### config.mk
export PLATFORM = sky130hd
export DESIGN_NAME = crypto1_stream_cipher_top_flat
export DESIGN_NICKNAME = d
export VERILOG_FILES = /design/src/rtl/core/crypto1_pkg.sv /design/src/rtl/core/crypto1_if.sv /design/src/rtl/core/crypto1_apb.sv /design/src/rtl/core/crypto1_core.sv /design/src/rtl/core/crypto1_stream_cipher_top.sv /design/src/flat_wrapper.sv
export SDC_FILE = /design/constraint.sdc
export NUM_CORES = 1
export LEC_CHECK = 0
export ABC_CLOCK_PERIOD_IN_PS = 5350
export BUFFER_PORTS_ARGS = -buffer_cell sky130_fd_sc_hd__buf_2
export CORE_MARGIN = 2
export CORE_UTILIZATION = 50
export DETAILED_ROUTE_END_ITERATION = 8
export GPL_TIMING_DRIVEN = 0
export PLACE_DENSITY_LB_ADDON = 0.15
export SLEW_MARGIN = 10
export SYNTH_ARGS = -nofsm -noshare
export SYNTH_HDL_FRONTEND = slang
export SYNTH_SLANG_ARGS = --single-unit
### constraint.sdc
create_clock -name clk -period 5.35 [get_ports clk]
set_input_delay 0.535 -clock clk [delete_from_list [all_inputs] [get_ports clk]]
set_output_delay 0.535 -clock clk [all_outputs]
set_load 0.005 [all_outputs]
### src/rtl/core/crypto1_pkg.sv
`timescale 1ns / 1ps
// ----------------------------------------------------------------------------
// Crypto1 package
// Shared types, command codes and the nonlinear filter function.
// ----------------------------------------------------------------------------
package crypto1_pkg;

	localparam int HALF_W = 24;
	localparam int KEY_W  = 48;
	localparam int DATA_W = 32;
	localparam int CMD_W  = 3;
	localparam int APB_DW = 64;
	localparam int APB_AW = 4;
	localparam int STEP_W = $clog2(DATA_W);

	localparam logic [CMD_W-1:0] CMD_INIT  = 3'd0;
	localparam logic [CMD_W-1:0] CMD_CLEAR = 3'd1;
	localparam logic [CMD_W-1:0] CMD_BIT   = 3'd2;
	localparam logic [CMD_W-1:0] CMD_BYTE  = 3'd3;
	localparam logic [CMD_W-1:0] CMD_WORD  = 3'd4;

	localparam logic [HALF_W-1:0] POLY_ODD  = 24'h29CE5C;
	localparam logic [HALF_W-1:0] POLY_EVEN = 24'h870804;

	localparam logic [19:0] FILT_A = 20'hf22c0;
	localparam logic [19:0] FILT_B = 20'h6c9c0;
	localparam logic [19:0] FILT_C = 20'h3c8b0;
	localparam logic [19:0] FILT_D = 20'h1e458;
	localparam logic [19:0] FILT_E = 20'h0d938;
	localparam logic [31:0] FILT_F = 32'hEC57E80A;

	// word order of steps: big-endian bytes within the 32-bit word
	localparam logic [STEP_W-1:0] WORD_SWAP = 5'd24;

	localparam logic [STEP_W-1:0] LAST_BIT  = 5'd0;
	localparam logic [STEP_W-1:0] LAST_BYTE = 5'd7;
	localparam logic [STEP_W-1:0] LAST_WORD = 5'd31;

	typedef struct packed {
		logic load;
		logic clear;
		logic step;
		logic bit_in;
		logic enc;
	} ctrl_t;

	typedef enum logic [1:0] {
		ST_IDLE = 2'b01,
		ST_RUN  = 2'b10
	} state_t;

	// two-level filter: five 4-input lookups pick a 5-bit index into the last table
	function automatic logic filt(input logic [HALF_W-1:0] x);
		logic [4:0] idx;
		idx[4] = FILT_A[5'(x[3:0]) + 5'd4];
		idx[3] = FILT_B[5'(x[7:4]) + 5'd3];
		idx[2] = FILT_C[5'(x[11:8]) + 5'd2];
		idx[1] = FILT_D[5'(x[15:12]) + 5'd1];
		idx[0] = FILT_E[5'(x[19:16])];
		return FILT_F[idx];
	endfunction

endpackage

### src/rtl/core/crypto1_if.sv
`timescale 1ns / 1ps
// ----------------------------------------------------------------------------
// Crypto1 stream channels
// Valid/ready channels for command words and result words.
// ----------------------------------------------------------------------------
interface crypto1_req_if
	import crypto1_pkg::*;
	();
	logic              valid;
	logic              ready;
	logic [CMD_W-1:0]  command;
	logic [DATA_W-1:0] data_in;
	logic              encrypted;

	modport source (output valid, output command, output data_in, output encrypted,
		input ready);
	modport sink (input valid, input command, input data_in, input encrypted,
		output ready);
endinterface

interface crypto1_rsp_if
	import crypto1_pkg::*;
	();
	logic              valid;
	logic              ready;
	logic [DATA_W-1:0] data_out;
	logic              filter_out;

	modport source (output valid, output data_out, output filter_out, input ready);
	modport sink (input valid, input data_out, input filter_out, output ready);
endinterface

### src/rtl/core/crypto1_apb.sv
`timescale 1ns / 1ps
// ----------------------------------------------------------------------------
// Crypto1 register port
// APB-style access to the 48-bit key register.
// ----------------------------------------------------------------------------
module crypto1_apb
	import crypto1_pkg::*;
(
	input  logic              clk,
	input  logic              arst_n,
	input  logic              psel,
	input  logic              penable,
	input  logic              pwrite,
	input  logic [APB_AW-1:0] paddr,
	input  logic [APB_DW-1:0] pwdata,
	output logic [APB_DW-1:0] prdata,
	output logic              pready,
	output logic [KEY_W-1:0]  key
);

	logic [KEY_W-1:0] key_q;
	logic             key_sel;

	// register index sits in address bit 3
	assign key_sel = (paddr[3] == 1'b0);
	assign pready  = 1'b1;
	assign key     = key_q;
	assign prdata  = key_sel ? {{(APB_DW-KEY_W){1'b0}}, key_q} : '0;

	always_ff @(posedge clk or negedge arst_n) begin
		if (!arst_n) begin
			key_q <= '0;
		end else if (psel && penable && pwrite && key_sel) begin
			key_q <= pwdata[KEY_W-1:0];
		end
	end

endmodule

### src/rtl/core/crypto1_core.sv
`timescale 1ns / 1ps
// ----------------------------------------------------------------------------
// Crypto1 LFSR unit
// Odd/even state halves and filter; one feedback step per cycle on ctrl.step.
// ----------------------------------------------------------------------------
module crypto1_core
	import crypto1_pkg::*;
(
	input  logic             clk,
	input  logic             arst_n,
	input  ctrl_t            ctrl,
	input  logic [KEY_W-1:0] key,
	output logic             ks,
	output logic             filt_next
);

	logic [HALF_W-1:0] odd_q, even_q;
	logic [HALF_W-1:0] odd_d, even_d;
	logic [HALF_W-1:0] key_odd, key_even;
	logic              fb;

	// key bit (2j)^7 to odd[j], (2j+1)^7 to even[j]
	always_comb begin
		for (int j = 0; j < HALF_W; j++) begin
			key_odd[j]  = key[(2*j) ^ 7];
			key_even[j] = key[(2*j+1) ^ 7];
		end
	end

	assign ks = filt(odd_q);
	assign fb = (ks & ctrl.enc) ^ ctrl.bit_in ^ (^((POLY_ODD & odd_q) ^ (POLY_EVEN & even_q)));

	always_comb begin
		odd_d  = odd_q;
		even_d = even_q;
		if (ctrl.load) begin
			odd_d  = key_odd;
			even_d = key_even;
		end else if (ctrl.clear) begin
			odd_d  = '0;
			even_d = '0;
		end else if (ctrl.step) begin
			// shift feedback into even, then swap halves
			odd_d  = {even_q[HALF_W-2:0], fb};
			even_d = odd_q;
		end
	end

	assign filt_next = filt(odd_d);

	always_ff @(posedge clk or negedge arst_n) begin
		if (!arst_n) begin
			odd_q  <= '0;
			even_q <= '0;
		end else begin
			odd_q  <= odd_d;
			even_q <= even_d;
		end
	end

endmodule

### src/rtl/core/crypto1_stream_cipher_top.sv
`timescale 1ns / 1ps
// ----------------------------------------------------------------------------
// Crypto1 stream cipher
// Command-driven 48-bit Crypto1 LFSR with keystream output.
// ----------------------------------------------------------------------------
// Each command word is taken in a valid/ready handshake. Init, clear and the
// unused codes finish in the cycle they are taken. Bit, byte and word clocking
// then step the single LFSR unit once per cycle for 1, 8 or 32 steps, and the
// next command is taken only after the last step. The result word sits in an
// output register. A new command is taken only when that register is empty,
// or in the cycle its word leaves, so a stalled result stalls the input. The
// key register at byte address 0 is 48 bits wide on a 64-bit port and should
// be written while the cipher is idle.
// ----------------------------------------------------------------------------
module crypto1_stream_cipher_top
	import crypto1_pkg::*;
(
	input  logic              clk,
	input  logic              arst_n,
	input  logic              psel,
	input  logic              penable,
	input  logic              pwrite,
	input  logic [APB_AW-1:0] paddr,
	input  logic [APB_DW-1:0] pwdata,
	output logic [APB_DW-1:0] prdata,
	output logic              pready,
	crypto1_req_if.sink       req,
	crypto1_rsp_if.source     rsp
);

	state_t            st_q;
	logic [STEP_W-1:0] step_q, last_q, pos;
	logic              word_q, enc_q;
	logic [DATA_W-1:0] din_q, work_q, work_d;
	logic [DATA_W-1:0] out_data_q;
	logic              out_flt_q, ovalid_q;
	logic              acc, finish, is_clock;
	logic [KEY_W-1:0]  key;
	logic              ks, filt_next;
	ctrl_t             ctrl;

	crypto1_apb u_apb (
		.clk     (clk),
		.arst_n  (arst_n),
		.psel    (psel),
		.penable (penable),
		.pwrite  (pwrite),
		.paddr   (paddr),
		.pwdata  (pwdata),
		.prdata  (prdata),
		.pready  (pready),
		.key     (key)
	);

	crypto1_core u_core (
		.clk       (clk),
		.arst_n    (arst_n),
		.ctrl      (ctrl),
		.key       (key),
		.ks        (ks),
		.filt_next (filt_next)
	);

	assign req.ready = (st_q == ST_IDLE) && (!ovalid_q || rsp.ready);
	assign acc       = req.valid && req.ready;
	assign pos       = word_q ? (step_q ^ WORD_SWAP) : step_q;
	assign finish    = (st_q == ST_RUN) && (step_q == last_q);
	assign is_clock  = req.command inside {CMD_BIT, CMD_BYTE, CMD_WORD};

	always_comb begin
		work_d      = work_q;
		work_d[pos] = ks;
	end

	always_comb begin
		ctrl        = '0;
		ctrl.enc    = enc_q;
		ctrl.bit_in = din_q[pos];
		ctrl.step   = (st_q == ST_RUN);
		if (acc) begin
			ctrl.load  = (req.command == CMD_INIT);
			ctrl.clear = (req.command == CMD_CLEAR);
		end
	end

	always_ff @(posedge clk or negedge arst_n) begin
		if (!arst_n) begin
			st_q     <= ST_IDLE;
			ovalid_q <= 1'b0;
		end else begin
			case (st_q)
				ST_IDLE: begin
					if (acc && is_clock) begin
						st_q <= ST_RUN;
					end
				end
				ST_RUN: begin
					if (finish) begin
						st_q <= ST_IDLE;
					end
				end
				default: st_q <= ST_IDLE;
			endcase
			if (finish || (acc && !is_clock)) begin
				ovalid_q <= 1'b1;
			end else if (rsp.ready) begin
				ovalid_q <= 1'b0;
			end
		end
	end

	always_ff @(posedge clk) begin
		if (acc) begin
			step_q <= '0;
			din_q  <= req.data_in;
			enc_q  <= req.encrypted;
			word_q <= (req.command == CMD_WORD);
			work_q <= '0;
			case (req.command)
				CMD_BIT:  last_q <= LAST_BIT;
				CMD_BYTE: last_q <= LAST_BYTE;
				CMD_WORD: last_q <= LAST_WORD;
				default: begin
					last_q     <= LAST_BIT;
					out_data_q <= '0;
					out_flt_q  <= filt_next;
				end
			endcase
		end else if (st_q == ST_RUN) begin
			work_q <= work_d;
			step_q <= step_q + 1'b1;
			if (finish) begin
				out_data_q <= work_d;
				out_flt_q  <= filt_next;
			end
		end
	end

	assign rsp.valid      = ovalid_q;
	assign rsp.data_out   = out_data_q;
	assign rsp.filter_out = out_flt_q;

endmodule
### src/flat_wrapper.sv
// flat-port wrapper written by rule: the top's interface ports become plain ports
module crypto1_stream_cipher_top_flat import crypto1_pkg::*;
  (clk, arst_n, psel, penable, pwrite, paddr, pwdata, prdata, pready, req_valid, req_command, req_data_in, req_encrypted, req_ready, rsp_valid, rsp_data_out, rsp_filter_out, rsp_ready);
  crypto1_req_if req_i ();
  crypto1_rsp_if rsp_i ();
  input  logic clk;
  input  logic arst_n;
  input  logic psel;
  input  logic penable;
  input  logic pwrite;
  input  logic [APB_AW-1:0] paddr;
  input  logic [APB_DW-1:0] pwdata;
  output logic [APB_DW-1:0] prdata;
  output logic pready;
  input wire logic [$bits(req_i.valid)-1:0] req_valid;
  input wire logic [$bits(req_i.command)-1:0] req_command;
  input wire logic [$bits(req_i.data_in)-1:0] req_data_in;
  input wire logic [$bits(req_i.encrypted)-1:0] req_encrypted;
  output wire logic [$bits(req_i.ready)-1:0] req_ready;
  output wire logic [$bits(rsp_i.valid)-1:0] rsp_valid;
  output wire logic [$bits(rsp_i.data_out)-1:0] rsp_data_out;
  output wire logic [$bits(rsp_i.filter_out)-1:0] rsp_filter_out;
  input wire logic [$bits(rsp_i.ready)-1:0] rsp_ready;
  assign req_i.valid = req_valid;
  assign req_i.command = req_command;
  assign req_i.data_in = req_data_in;
  assign req_i.encrypted = req_encrypted;
  assign req_ready = req_i.ready;
  assign rsp_valid = rsp_i.valid;
  assign rsp_data_out = rsp_i.data_out;
  assign rsp_filter_out = rsp_i.filter_out;
  assign rsp_i.ready = rsp_ready;
  crypto1_stream_cipher_top u_core (.clk(clk), .arst_n(arst_n), .psel(psel), .penable(penable), .pwrite(pwrite), .paddr(paddr), .pwdata(pwdata), .prdata(prdata), .pready(pready), .req(req_i), .rsp(rsp_i));
endmodule
## Word-level counts from Yosys, hierarchy flattened

Memories as Yosys holds them, arrays and structs flattened.
Cells that the tools add are included.

| word-level totals | value |
|---|---|
| bits in registers | 208 |
| bits in read-only memories | 352 |
| input bits | 111 |
| output and inout port bits | 100 |
| logic and storage cells | 128 |
| memories | 12 |

Memories:

| name | words | width | rd ports | clocked after memory_dff | wr ports | RTL line | source |
|---|---|---|---|---|---|---|---|
| (name not given) | 32 | 1 | 1 | 0 | 0 | crypto1_pkg.sv:60 | `return FILT_F[idx];` |
| (name not given) | 32 | 1 | 1 | 0 | 0 | crypto1_pkg.sv:58 | `idx[1] = FILT_D[5'(x[15:12]) + 5'd1];` |
| (name not given) | 32 | 1 | 1 | 0 | 0 | crypto1_pkg.sv:57 | `idx[2] = FILT_C[5'(x[11:8]) + 5'd2];` |
| (name not given) | 32 | 1 | 1 | 0 | 0 | crypto1_pkg.sv:56 | `idx[3] = FILT_B[5'(x[7:4]) + 5'd3];` |
| (name not given) | 32 | 1 | 1 | 0 | 0 | crypto1_pkg.sv:55 | `idx[4] = FILT_A[5'(x[3:0]) + 5'd4];` |
| (name not given) | 32 | 1 | 1 | 0 | 0 | crypto1_pkg.sv:60 |  |
| +6 memories | - | - | - | - | - | - |  |

| cells by class | value |
|---|---|
| add/sub/neg operators | 9 |
| order comparisons | 14 |
| eq/ne operators | 10 |
| muxes and demuxes | 40 |
| bitwise gates (word level) | 6 |
| reduce and logical (&&, ||, !) cells | 23 |

Operator list:

| operator | number |
|---|---|
| $mux 24 | 6 |
| $mux 32 | 4 |
| $lt 5x6->1 const B | 11 |
| $mux 48 | 1 |
| $bwmux 32 | 1 |
| $reduce_xor 24->1 | 1 |
| $xor 22x24->24 | 1 |
| $add 4x2->5 const B | 4 |
| $mux 1 | 20 |
| $lt 4x6->1 const B | 2 |
| $add 4x1->5 const B | 2 |
| $add 4x3->5 const B | 2 |
| $pmux 5 s2 | 1 |
| $logic_and 1x1->1 | 9 |
| $eq 3x2->1 const B | 2 |
| $mux 2 | 3 |
| $reduce_bool 2->1 | 3 |
| $reduce_bool 3->1 | 2 |
| $add 5x1->5 const B | 1 |
| $bmux 1 s5 | 1 |
| $demux 1 s5 | 1 |
| $eq 5x5->1 | 1 |
| $ge 5x1->1 const B | 1 |
| $mux 5 | 1 |
| other kinds (17) | 21 |

## Logic depth before layout (Yosys ltp)

Gate-level depths: netlist of run 1.

| depth | value |
|---|---|
| depth after elaboration | 19 |
| mapped depth | 15 |
| mapped depth without buffers | 12 |

## Hierarchy

A second synthesis of run 1 with hierarchy kept.

| unflattened totals | value |
|---|---|
| cells, all modules | 1013 |
| area, all modules | 10660.2 um2 |

By module, submodules not included:

| module | instances | cells each | area an instance (um2) | seq. area each (um2) |
|---|---|---|---|---|
| crypto1_stream_cipher_top | 1 | 508 | 5176.2 | 2859.0 |
| crypto1_core | 1 | 331 | 3144.3 | 1201.2 |
| crypto1_apb | 1 | 174 | 2339.7 | 1201.2 |

## Worst setup path before layout of run 1

Ideal clock, no wire load.

| timing | value |
|---|---|
| kind | input to register |
| start | input req_command[0] |
| end | register u_core.out_data_q[0], in the netlist u_core.rsp.data_out[0], enable pin |
| library setup time | 436 ps |
| data arrival time | 2820 ps |
| required time | 4914 ps |
| slack | 2094 ps |
| cell stages on the path | 6 |
| path buffers | 2 |
| cell sequence | inv_1 > clkbuf_1 > clkbuf_1 > nand3_1 > o21ai_0 > o22ai_1 |

| between the ends | value |
|---|---|
| longest elaborated chain between the ends | 4 |
| elaborated cells on any way between the ends | 6 |
| those cells by class | 4 x eq/ne; 2 x reduce/logical |

RTL lines:

| item | RTL line | source |
|---|---|---|
| start: declaration | flat_wrapper.sv:16 | `input wire logic [$bits(req_i.command)-1:0] req_command;` |
| $eq 3x3->1 / $eq 3x2->1 (equally long branches) | crypto1_stream_cipher_top.sv:119 | `case (req.command)` |
| $reduce_or 3->1 (no line) * | - |  |
| $ne 2x2->1 (no line) * | - |  |
| $reduce_and 3->1 (no line) * | - |  |
| end signal: assignment | crypto1_stream_cipher_top.sv:133 | `out_data_q <= work_d;` |
| end: declaration | crypto1_stream_cipher_top.sv:35 | `logic [DATA_W-1:0] out_data_q;` |

Mark *: on every way between the ends. The rest lies on a longest branch, timed or not.
A chain may end at the register's enable or synchronous reset.

## Final worst setup path of run 1

| timing | value |
|---|---|
| start | register u_core.st_q[1] |
| end | register u_core.out_flt_q, in the netlist u_core.rsp.filter_out (data pin) |

| between the ends | value |
|---|---|
| elaborated cells on any way between the ends | 28 |
| those cells by class | 4 x add/sub; 2 x eq/ne; 14 x mux; 2 x reduce/logical; 6 x memory |

RTL lines:

| item | RTL line | source |
|---|---|---|
| start: declaration | crypto1_stream_cipher_top.sv:31 | `state_t st_q;` |
| start signal: assignment | crypto1_stream_cipher_top.sv:88 | `st_q <= ST_IDLE;` |
| start signal: assignment | crypto1_stream_cipher_top.sv:94 | `st_q <= ST_RUN;` |
| start signal: assignment | crypto1_stream_cipher_top.sv:99 | `st_q <= ST_IDLE;` |
| $eq 2x1->1 | crypto1_stream_cipher_top.sv:64 | `assign req.ready = (st_q == ST_IDLE) && (!ovalid_q \|\| rsp.ready);` |
| $logic_and 1x1->1 | crypto1_stream_cipher_top.sv:64 |  |
| $logic_and 1x1->1 | crypto1_stream_cipher_top.sv:65 | `assign acc = req.valid && req.ready;` |
| $mux 2 | crypto1_stream_cipher_top.sv:80 | `if (acc) begin` |
| $mux 24 | crypto1_core.sv:39 | `end else if (ctrl.clear) begin` |
| $mux 24 * | crypto1_core.sv:36 | `if (ctrl.load) begin` |
| via u_core.u_core.odd_d[16] | crypto1_core.sv:18 | `logic [HALF_W-1:0] odd_d, even_d;` |
| $mem_v2 16x1 * | - |  |
| $mux 1 (implied by the code) * | crypto1_pkg.sv:59 | `idx[0] = FILT_E[5'(x[19:16])];` |
| $mem_v2 32x1 * | - |  |
| $mux 1 (implied by the code) * | crypto1_pkg.sv:60 |  |
| via u_core.filt_next | crypto1_stream_cipher_top.sv:39 | `logic ks, filt_next;` |
| $mux 1 | crypto1_stream_cipher_top.sv:132 | `if (finish) begin` |
| $mux 1 | crypto1_stream_cipher_top.sv:129 | `end else if (st_q == ST_RUN) begin` |
| $mux 1 * | crypto1_stream_cipher_top.sv:113 | `if (acc) begin` |
| end signal: assignment | crypto1_stream_cipher_top.sv:126 | `out_flt_q <= filt_next;` |
| end signal: assignment | crypto1_stream_cipher_top.sv:134 | `out_flt_q <= filt_next;` |
| end: declaration | crypto1_stream_cipher_top.sv:36 | `logic out_flt_q, ovalid_q;` |

Mark *: on every way through the listed nets, which the timed path passes. The rest lies on a longest branch. The select of a mux whose other input is x is not followed.

==> metrics.txt, run 1 <==
Cell Area, Synth 10,400 µm²; Clock power frac 27.9%; Max IR drop VDD 0.259 mV; Max-slew headroom 42.3%; number of global-route vias before repair 8,222; # resized after CTS 0; Synth area leader dfrtp_1; switch share 36.0%; vias per std cell 5.50; skew final 9.74 ps; HPWL Detailed 19.2 mm; Post-synth top flop dfrtp_1; Async S/R FF share, synth 48.5%; final setup TNS 0 ps; ANT nets after route 0; Req. time, crit path 5710 ps; total die area 21,900 µm²; routed wire length 26.7 mm; Area growth, synth to finish 20.6%; CP arrival 4430 ps; Layout Nets 1,384; Int Power 3.72 mW; Leakage Power 5.30 nW; Buffers on Ports 174; sequential power share 36.7%; Setup Slack @ Placement 1200 ps; initial core utilization 51.0%; Tot Pwr 5.82 mW; core area 20,300 µm²; First-pass DRT Iterations 7; Synth Register Bits 204; CP Capture Type flop; Final Hold Fails 0; Clock transition at path regs 60 ps; Slew @ Worst Pin 866 ps; crit start category flop; min-delay worst type in2reg; Logic pwr share 35.4%; unrepaired setup endpoints after global routing false; Syn Inst Count 1,041; sequential fraction of the synthesis area 50.8%; Max-Cap Viols 0; antenna violations before repair 0; clk root buf clkbuf_16; syn_area_per_cell 9.94 µm²; Final setup violation count 0; final worst path period need 4070 ps; cts bufs inserted 22; Tcrit/Tclk final 76.1%; layout cells sized above 1 24.8%; Congestion Overflow GR 0; final worst slack 1280 ps; Antenna diodes 0; # H-tree levels 1; # IOs 211; top-area cell type share of the netlist area 23.7%; synth top area cells dfrtp_1 (24%), edfxtp_1 (20%), dfxtp_1 (7.2%); EDFF count, synth 68; Die X 148 µm; Net Switching 2.10 mW; reg-to-reg setup timing slack 1280 ps; status complete, no violations; TritonCTS Sinks 204; wire per inst 17.3 µm; Syn. warnings 0; Max FO, Critical Path 10; critical path class reg2reg; power density over cell area 466 nW/µm²; DRC errors left 0; DR iter-0 viols 777; Yosys cell types 74; routed vias 8,481; max-slew violation count 0; FMAX 246 MHz; CTS tree done; CTS max path bufs 3; Row Count 52; pin count of the biggest net entering global routing 89; clock latency on the worst-skew pair 510 ps; GPL Wtd Cong 0.881; Die Y-Extent 148 µm; GRT Util Overall 24.4%; first-pass GRT wire length 42.7 mm
[area by class of cell]
cell class              instances  area (µm²)
fillers                      1766        7810
flip-flops and latches        204        5260
multi-input cells             731        4610
repair buffers                178         955
clock buffers                  33         673
plain buffers                  93         444
well taps                     270         338
inverters                      28         105
clock inverters                 5         100
[kinds of logic (layout without fill, tap and decap cells)]
| family | count (synthesis) | in the layout | synth area share (%) |
|---|---|---|---|
| simple gates | 381 | 381 | 18.1 |
| compound gates | 206 | 206 | 11.8 |
| flops | 204 | 204 | 50.8 |
| buf+inv | 121 | 337 | 5.29 |
| mux | 93 | 93 | 10.3 |
| xor+xnor | 19 | 19 | 1.74 |
| fa+ha+maj | 15 | 15 | 1.81 |
| other cells | 2 | 17 | 0.0725 |
[path summary, 6_finish.rpt]
kind,from,to,cells after the start
hold reg to reg,u_core.work_q[17],u_core.work_q[17],2
max in group asynchronous,arst_n,u_core.st_q[0],3
setup / recovery,u_core.st_q[1],u_core.rsp.filter_out,14
hold / removal,req_data_in[25],u_core.din_q[25],1
setup reg to reg,u_core.st_q[1],u_core.rsp.filter_out,14
min in group asynchronous,arst_n,u_core.rsp.valid,2
[per-stage QoR]
stage               cell area (µm²)  utilization (%)  hold WS [ps]  std cells
floorplan                     10400                -           239       1056
global placement              11600             57.2           464       1500
detailed placement            11700             57.7           362       1503
CTS                           12500             61.5           181       1542
global route                  12500             61.5           182       1542
finish                        12500             61.5           192       1542
[synthesized netlist by cell type, types with 2 or more instances]
library cell	number
nor3b_1	4
nor2b_1	60
mux2_1	2
and2_1	5
a211oi_1	3
xnor2_1	14
ha_1	15
and3_1	3
edfxtp_1	68
nor3_1	51
dfrtp_1	98
o21ai_0	32
o2111ai_1	2
buf_2	7
o22ai_1	3
nand2b_1	6
nand4_1	15
a31oi_1	35
mux2i_1	32
buf_4	20
clkbuf_2	2
a22oi_1	2
o21bai_1	2
conb_1	2
o221ai_1	2
clkbuf_1	51
nand2_1	130
o311a_1	2
a21oi_1	105
nand3_1	25
or3_1	4
o31ai_1	2
mux2_2	52
dfxtp_1	37
nand3b_1	2
nor2_1	60
nor4_1	2
a21o_1	2
xor2_1	4
buf_1	12
inv_1	27
and3b_1	3
mux4_2	5
[power by group through the flow]
stage | sequential, mW | combinational [mW] | clock [mW]
after global routing | 2.17 | 2.26 | 1.71
after detailed placement | 2.16 | 2.04 | 0
after global placement | 2.16 | 1.97 | 0
after floorplan | 2.08 | 1.52 | 0
after CTS | 2.13 | 2.05 | 1.65
final | 2.14 | 2.06 | 1.62
[routing by layer]
| metal | vias up | wire length [µm] | global-route usage, % |
|---|---|---|---|
| li1 | 4089 | - | - |
| met1 | 4045 | 11100 | 31.2 |
| met2 | 288 | 13400 | 43.0 |
| met3 | 59 | 1270 | 2.81 |
| met4 | 0 | 987 | 8.57 |
| met5 | - | 0 | 0 |
[placed cells by master, fill, tap and decap left out, types with 4 or more instances in the layout]
cell / synthesis / layout
clkbuf_8: 0 / 6
nand2_1: 130 / 130
nor3b_1: 4 / 4
dfxtp_1: 37 / 37
edfxtp_1: 68 / 68
buf_4: 20 / 20
buf_2: 7 / 180
mux4_2: 5 / 5
buf_1: 12 / 12
clkbuf_16: 0 / 23
a21oi_1: 105 / 105
nand3_1: 25 / 25
nor2b_1: 60 / 60
conb_1: 2 / 17
inv_1: 27 / 27
dfrtp_1: 98 / 98
xor2_1: 4 / 4
and2_1: 5 / 5
xnor2_1: 14 / 14
or3_1: 4 / 4
o21ai_0: 32 / 32
a31oi_1: 35 / 35
mux2_2: 52 / 52
nand2b_1: 6 / 6
nand4_1: 15 / 15
mux2i_1: 32 / 32
clkbuf_1: 51 / 54
nor3_1: 51 / 51
nor2_1: 60 / 60
ha_1: 15 / 15
[sequential cells by signal (all words and copies together) (netlist names)]
register and cells:
u_core.work_q 32, u_core.din_q 32, u_core.rsp.filter_out 1, u_core.enc_q 1, u_core.u_core.even_q 24, u_core.u_core.odd_q 24
u_core.step_q 5, u_core.st_q 2, u_core.u_apb.key 48, u_core.rsp.valid 1, u_core.last_q 2, u_core.rsp.data_out 32
[critical path, stage by stage, from the launching register on]
cell and delay [ps]:
dfrtp_1 360, nor2b_1 130, buf_2 320, buf_2 400
clkbuf_1 400, clkbuf_1 520, nand2_1 120, a31oi_1 340
ha_1 200, mux2i_1 60, mux2i_1 420, nand3_1 170
mux2i_1 190, o31ai_1 100, nor3b_2 190
[repair_timing]
action | 4_1_cts | 5_1_grt
endpoints found under the hold margin | 11 | 0
hold buffers | 1 | 0
setup buffers | 0 | 0
Power figures use the tool's default switching activity.
==> run 2: changes to the inputs <==
--- a/config.mk
+++ b/config.mk
@@ -5,7 +5,8 @@
 export SDC_FILE = /design/constraint.sdc
 export NUM_CORES = 1
 export LEC_CHECK = 0
-export ABC_CLOCK_PERIOD_IN_PS = 5350
+export ABC_AREA = 1
+export ABC_CLOCK_PERIOD_IN_PS = 4000
 export BUFFER_PORTS_ARGS = -buffer_cell sky130_fd_sc_hd__buf_2
 export CORE_MARGIN = 2
 export CORE_UTILIZATION = 50
==> constraint.sdc (replaced) <==
create_clock -name clk -period 4 [get_ports clk]
set_input_delay 0.4 -clock clk [delete_from_list [all_inputs] [get_ports clk]]
set_output_delay 0.4 -clock clk [all_outputs]
set_load 0.005 [all_outputs]
==> metrics.txt, run 2 <==
multiplexer area fraction after synthesis 0%; cells along the critical path inv_2, nor2_4, nand3_4, nor2_4, nand2_2, buf_2, clkbuf_1, o21ai_0, ha_1, o21ai_1, nand2_1, nand2_1, nand2_1, nand2_1, o21ai_1, nand2_1, o21ai_1, nand2_1, nand2_1; # fillers 1,789; CTS max path bufs 3; Post-synth top flop dfrtp_1; clock latency on the worst-skew pair 510 ps; Synth Register Bits 204; sequential fraction of the synthesis area 51.8%; Clock power frac 28.3%; Clock transition at path regs 70 ps; commonest non-fill, non-tap cell in the layout nand2_1; CP top delay family simple AND/OR/NAND/NOR gates; switch share 36.1%; antenna violations before repair 2; first-pass GRT wire length 41.7 mm; most frequent cell after synthesis nand2_1; TritonCTS Sinks 204; Congestion Overflow GR 0; GPL Wtd Cong 0.874; EDFF count, synth 68; Syn Inst Count 1,260; Min Hold Slack 67.7 ps; Slew @ Worst Pin 669 ps; top cells by count, synth nand2_1 (223), nor2_1 (201), inv_1 (154); CP arrival 3730 ps; Buffers on Ports 174; CP most frequent cell nand2_1; max reg flops 48; Int Power 4.58 mW; number of global-route vias before repair 8,481; CP Buf/Inv Count 3; CP Capture Type flop; most frequent cells in the layout nand2_1 (223), nor2_1 (201), buf_2 (181); initial core utilization 50.5%; skew final 10.0 ps; final worst slack 527 ps; routed wire length 25.1 mm; Final Cell Area 12,200 µm²; Crit path largest cell delay 530 ps; Yosys cell types 40; First-pass DRT Iterations 5; CTS tree done; Tcrit/Tclk final 86.8%; max-slew violation count 0; pin count of the biggest net entering global routing 64; FMAX 288 MHz; Simple-Gate Fraction of Synth Area 22.0%; Final setup violation count 0; Row Count 52; Final Hold Fails 0; HPWL Detailed 18.7 mm; Setup Slack @ Placement 617 ps; DR iter-0 viols 473; wire per inst 14.2 µm; Die X 146 µm; layout cells sized above 1 18.5%; Max IR drop VDD 0.414 mV; XOR/XNOR Fraction of Synth Area 0.604%; dpl cell area 11,500 µm²; syn_area_per_cell 8.06 µm²; min-delay worst type in2reg; Synth Area in Compound Gates 13.8%; critical path class reg2reg; Area growth, synth to finish 20.5%; routed vias 8,842; # H-tree levels 1; Req. time, crit path 4260 ps; Max-slew headroom 55.4%; crit start category flop; Max FO, Critical Path 10; power density over cell area 587 nW/µm²; Synth area leader dfrtp_1; status complete, no violations; Die Y-Extent 146 µm; Tot Pwr 7.18 mW; total die area 21,500 µm²; final worst path period need 3470 ps; Post-Synth Adder-Cell Area 1.85%; sequential power share 38.4%; top-area cell type share of the netlist area 24.2%; DRC errors left 0; Leakage Power 5.99 nW; hold_sp req_data_in[23]; Async S/R FF share, synth 48.5%; synth top area cells dfrtp_1 (24%), edfxtp_1 (20%), nand2_1 (8.2%); Syn. warnings 0; unrepaired setup endpoints after global routing false; Layout Nets 1,603; Post-Layout Cell Count 1,765; # resized after CTS 0; placed insts 1,722; Cell Area, Synth 10,100 µm²; Setup crit start u_core.st_q[0]; crit path max-delay cell type dfstp_2; # IOs 211; Post CTS Setup Buffer Count 0; GRT Util Overall 23.6%; Logic pwr share 33.3%; core area 20,100 µm²; cts bufs inserted 22; Max-Cap Viols 0; ANT nets after route 0; vias per std cell 5.01; clk root buf clkbuf_16; Worst R2R Start u_core.st_q[0]; Net Switching 2.59 mW; largest family of logic cells by synthesized area simple AND/OR/NAND/NOR gates
run 2: cell types whose count changed in the layout (fill, tap and decap cells not counted), sizes merged, moves of 15 or more:
cell and change:
o22ai +24, nand3 +65, mux2 -55, nor3 -44
nand2 +100, a31oi -35, nor2b -60, o21ai +85
inv +133, nor2 +142, mux2i -33, clkbuf -15
run 2: worst paths after layout:
| kind | endpoint | slack, ps | cells after the start |
|---|---|---|---|
| worst max-delay path | u_core.rsp.filter_out | 530 | 19 |
| worst min-delay path | u_core.din_q[23] | 70 | 1 |
| worst max register to register | u_core.rsp.filter_out | 530 | 19 |
| worst min register to register | u_core.u_core.odd_q[20] | 490 | 2 |
| max in group asynchronous | u_core.u_core.even_q[3] | 2920 | 3 |
| min in group asynchronous | u_core.st_q[1] | 410 | 2 |
run 2: cells by family after synthesis:
logic type,after synthesis
AO/OA/AOI/OAI,252
buffers and inverters,240
flip-flops,204
AND/OR/NAND/NOR,540
XOR/XNOR,7
adder cells (fa/ha/maj),15
other,2
run 2: cell type report:
| cell class | instances | area, µm² | share of cell area, % |
|---|---|---|---|
| clock buffer | 26 | 594 | 4.86 |
| sequential | 204 | 5260 | 43.0 |
| clock inverter | 14 | 126 | 1.03 |
| timing repair buffer | 178 | 951 | 7.77 |
| inverter | 165 | 622 | 5.08 |
| tap | 270 | 338 | 2.76 |
| buffer | 75 | 378 | 3.09 |
| antenna | 2 | 5.00 | 0.0409 |
| multi-input combinational | 831 | 3960 | 32.4 |
run 2: power by group through the flow:
stage,Combinational (mW),Clock (mW),Sequential [mW]
final,2.39,2.03,2.75
after global routing,2.75,2.14,2.80
after CTS,2.39,2.07,2.75
after detailed placement,2.37,0,2.79
after global placement,2.30,0,2.79
after floorplan,1.73,0,2.74
run 2: timing repair:
| action | in CTS | in global routing |
|---|---|---|
| endpoints found under the setup margin | 0 | 0 |
| endpoints found under the hold margin | 35 | 0 |
| hold buffers | 1 | 0 |
run 2: layer usage:
layer	GRT usage (%)	routed length, µm	vias to the layer above
li1	-	-	4494
met1	30.7	11100	4009
met2	41.3	12000	292
met3	3.28	1410	47
met4	7.14	573	0
met5	0	0	-
run 2: metrics by stage:
step / TNS, ps / util, %
global route: 0 / 60.9
detailed placement: 0 / 57.2
finish: 0 / 60.9
floorplan: 0 / -
global placement: -14190 / 56.8
CTS: 0 / 60.8
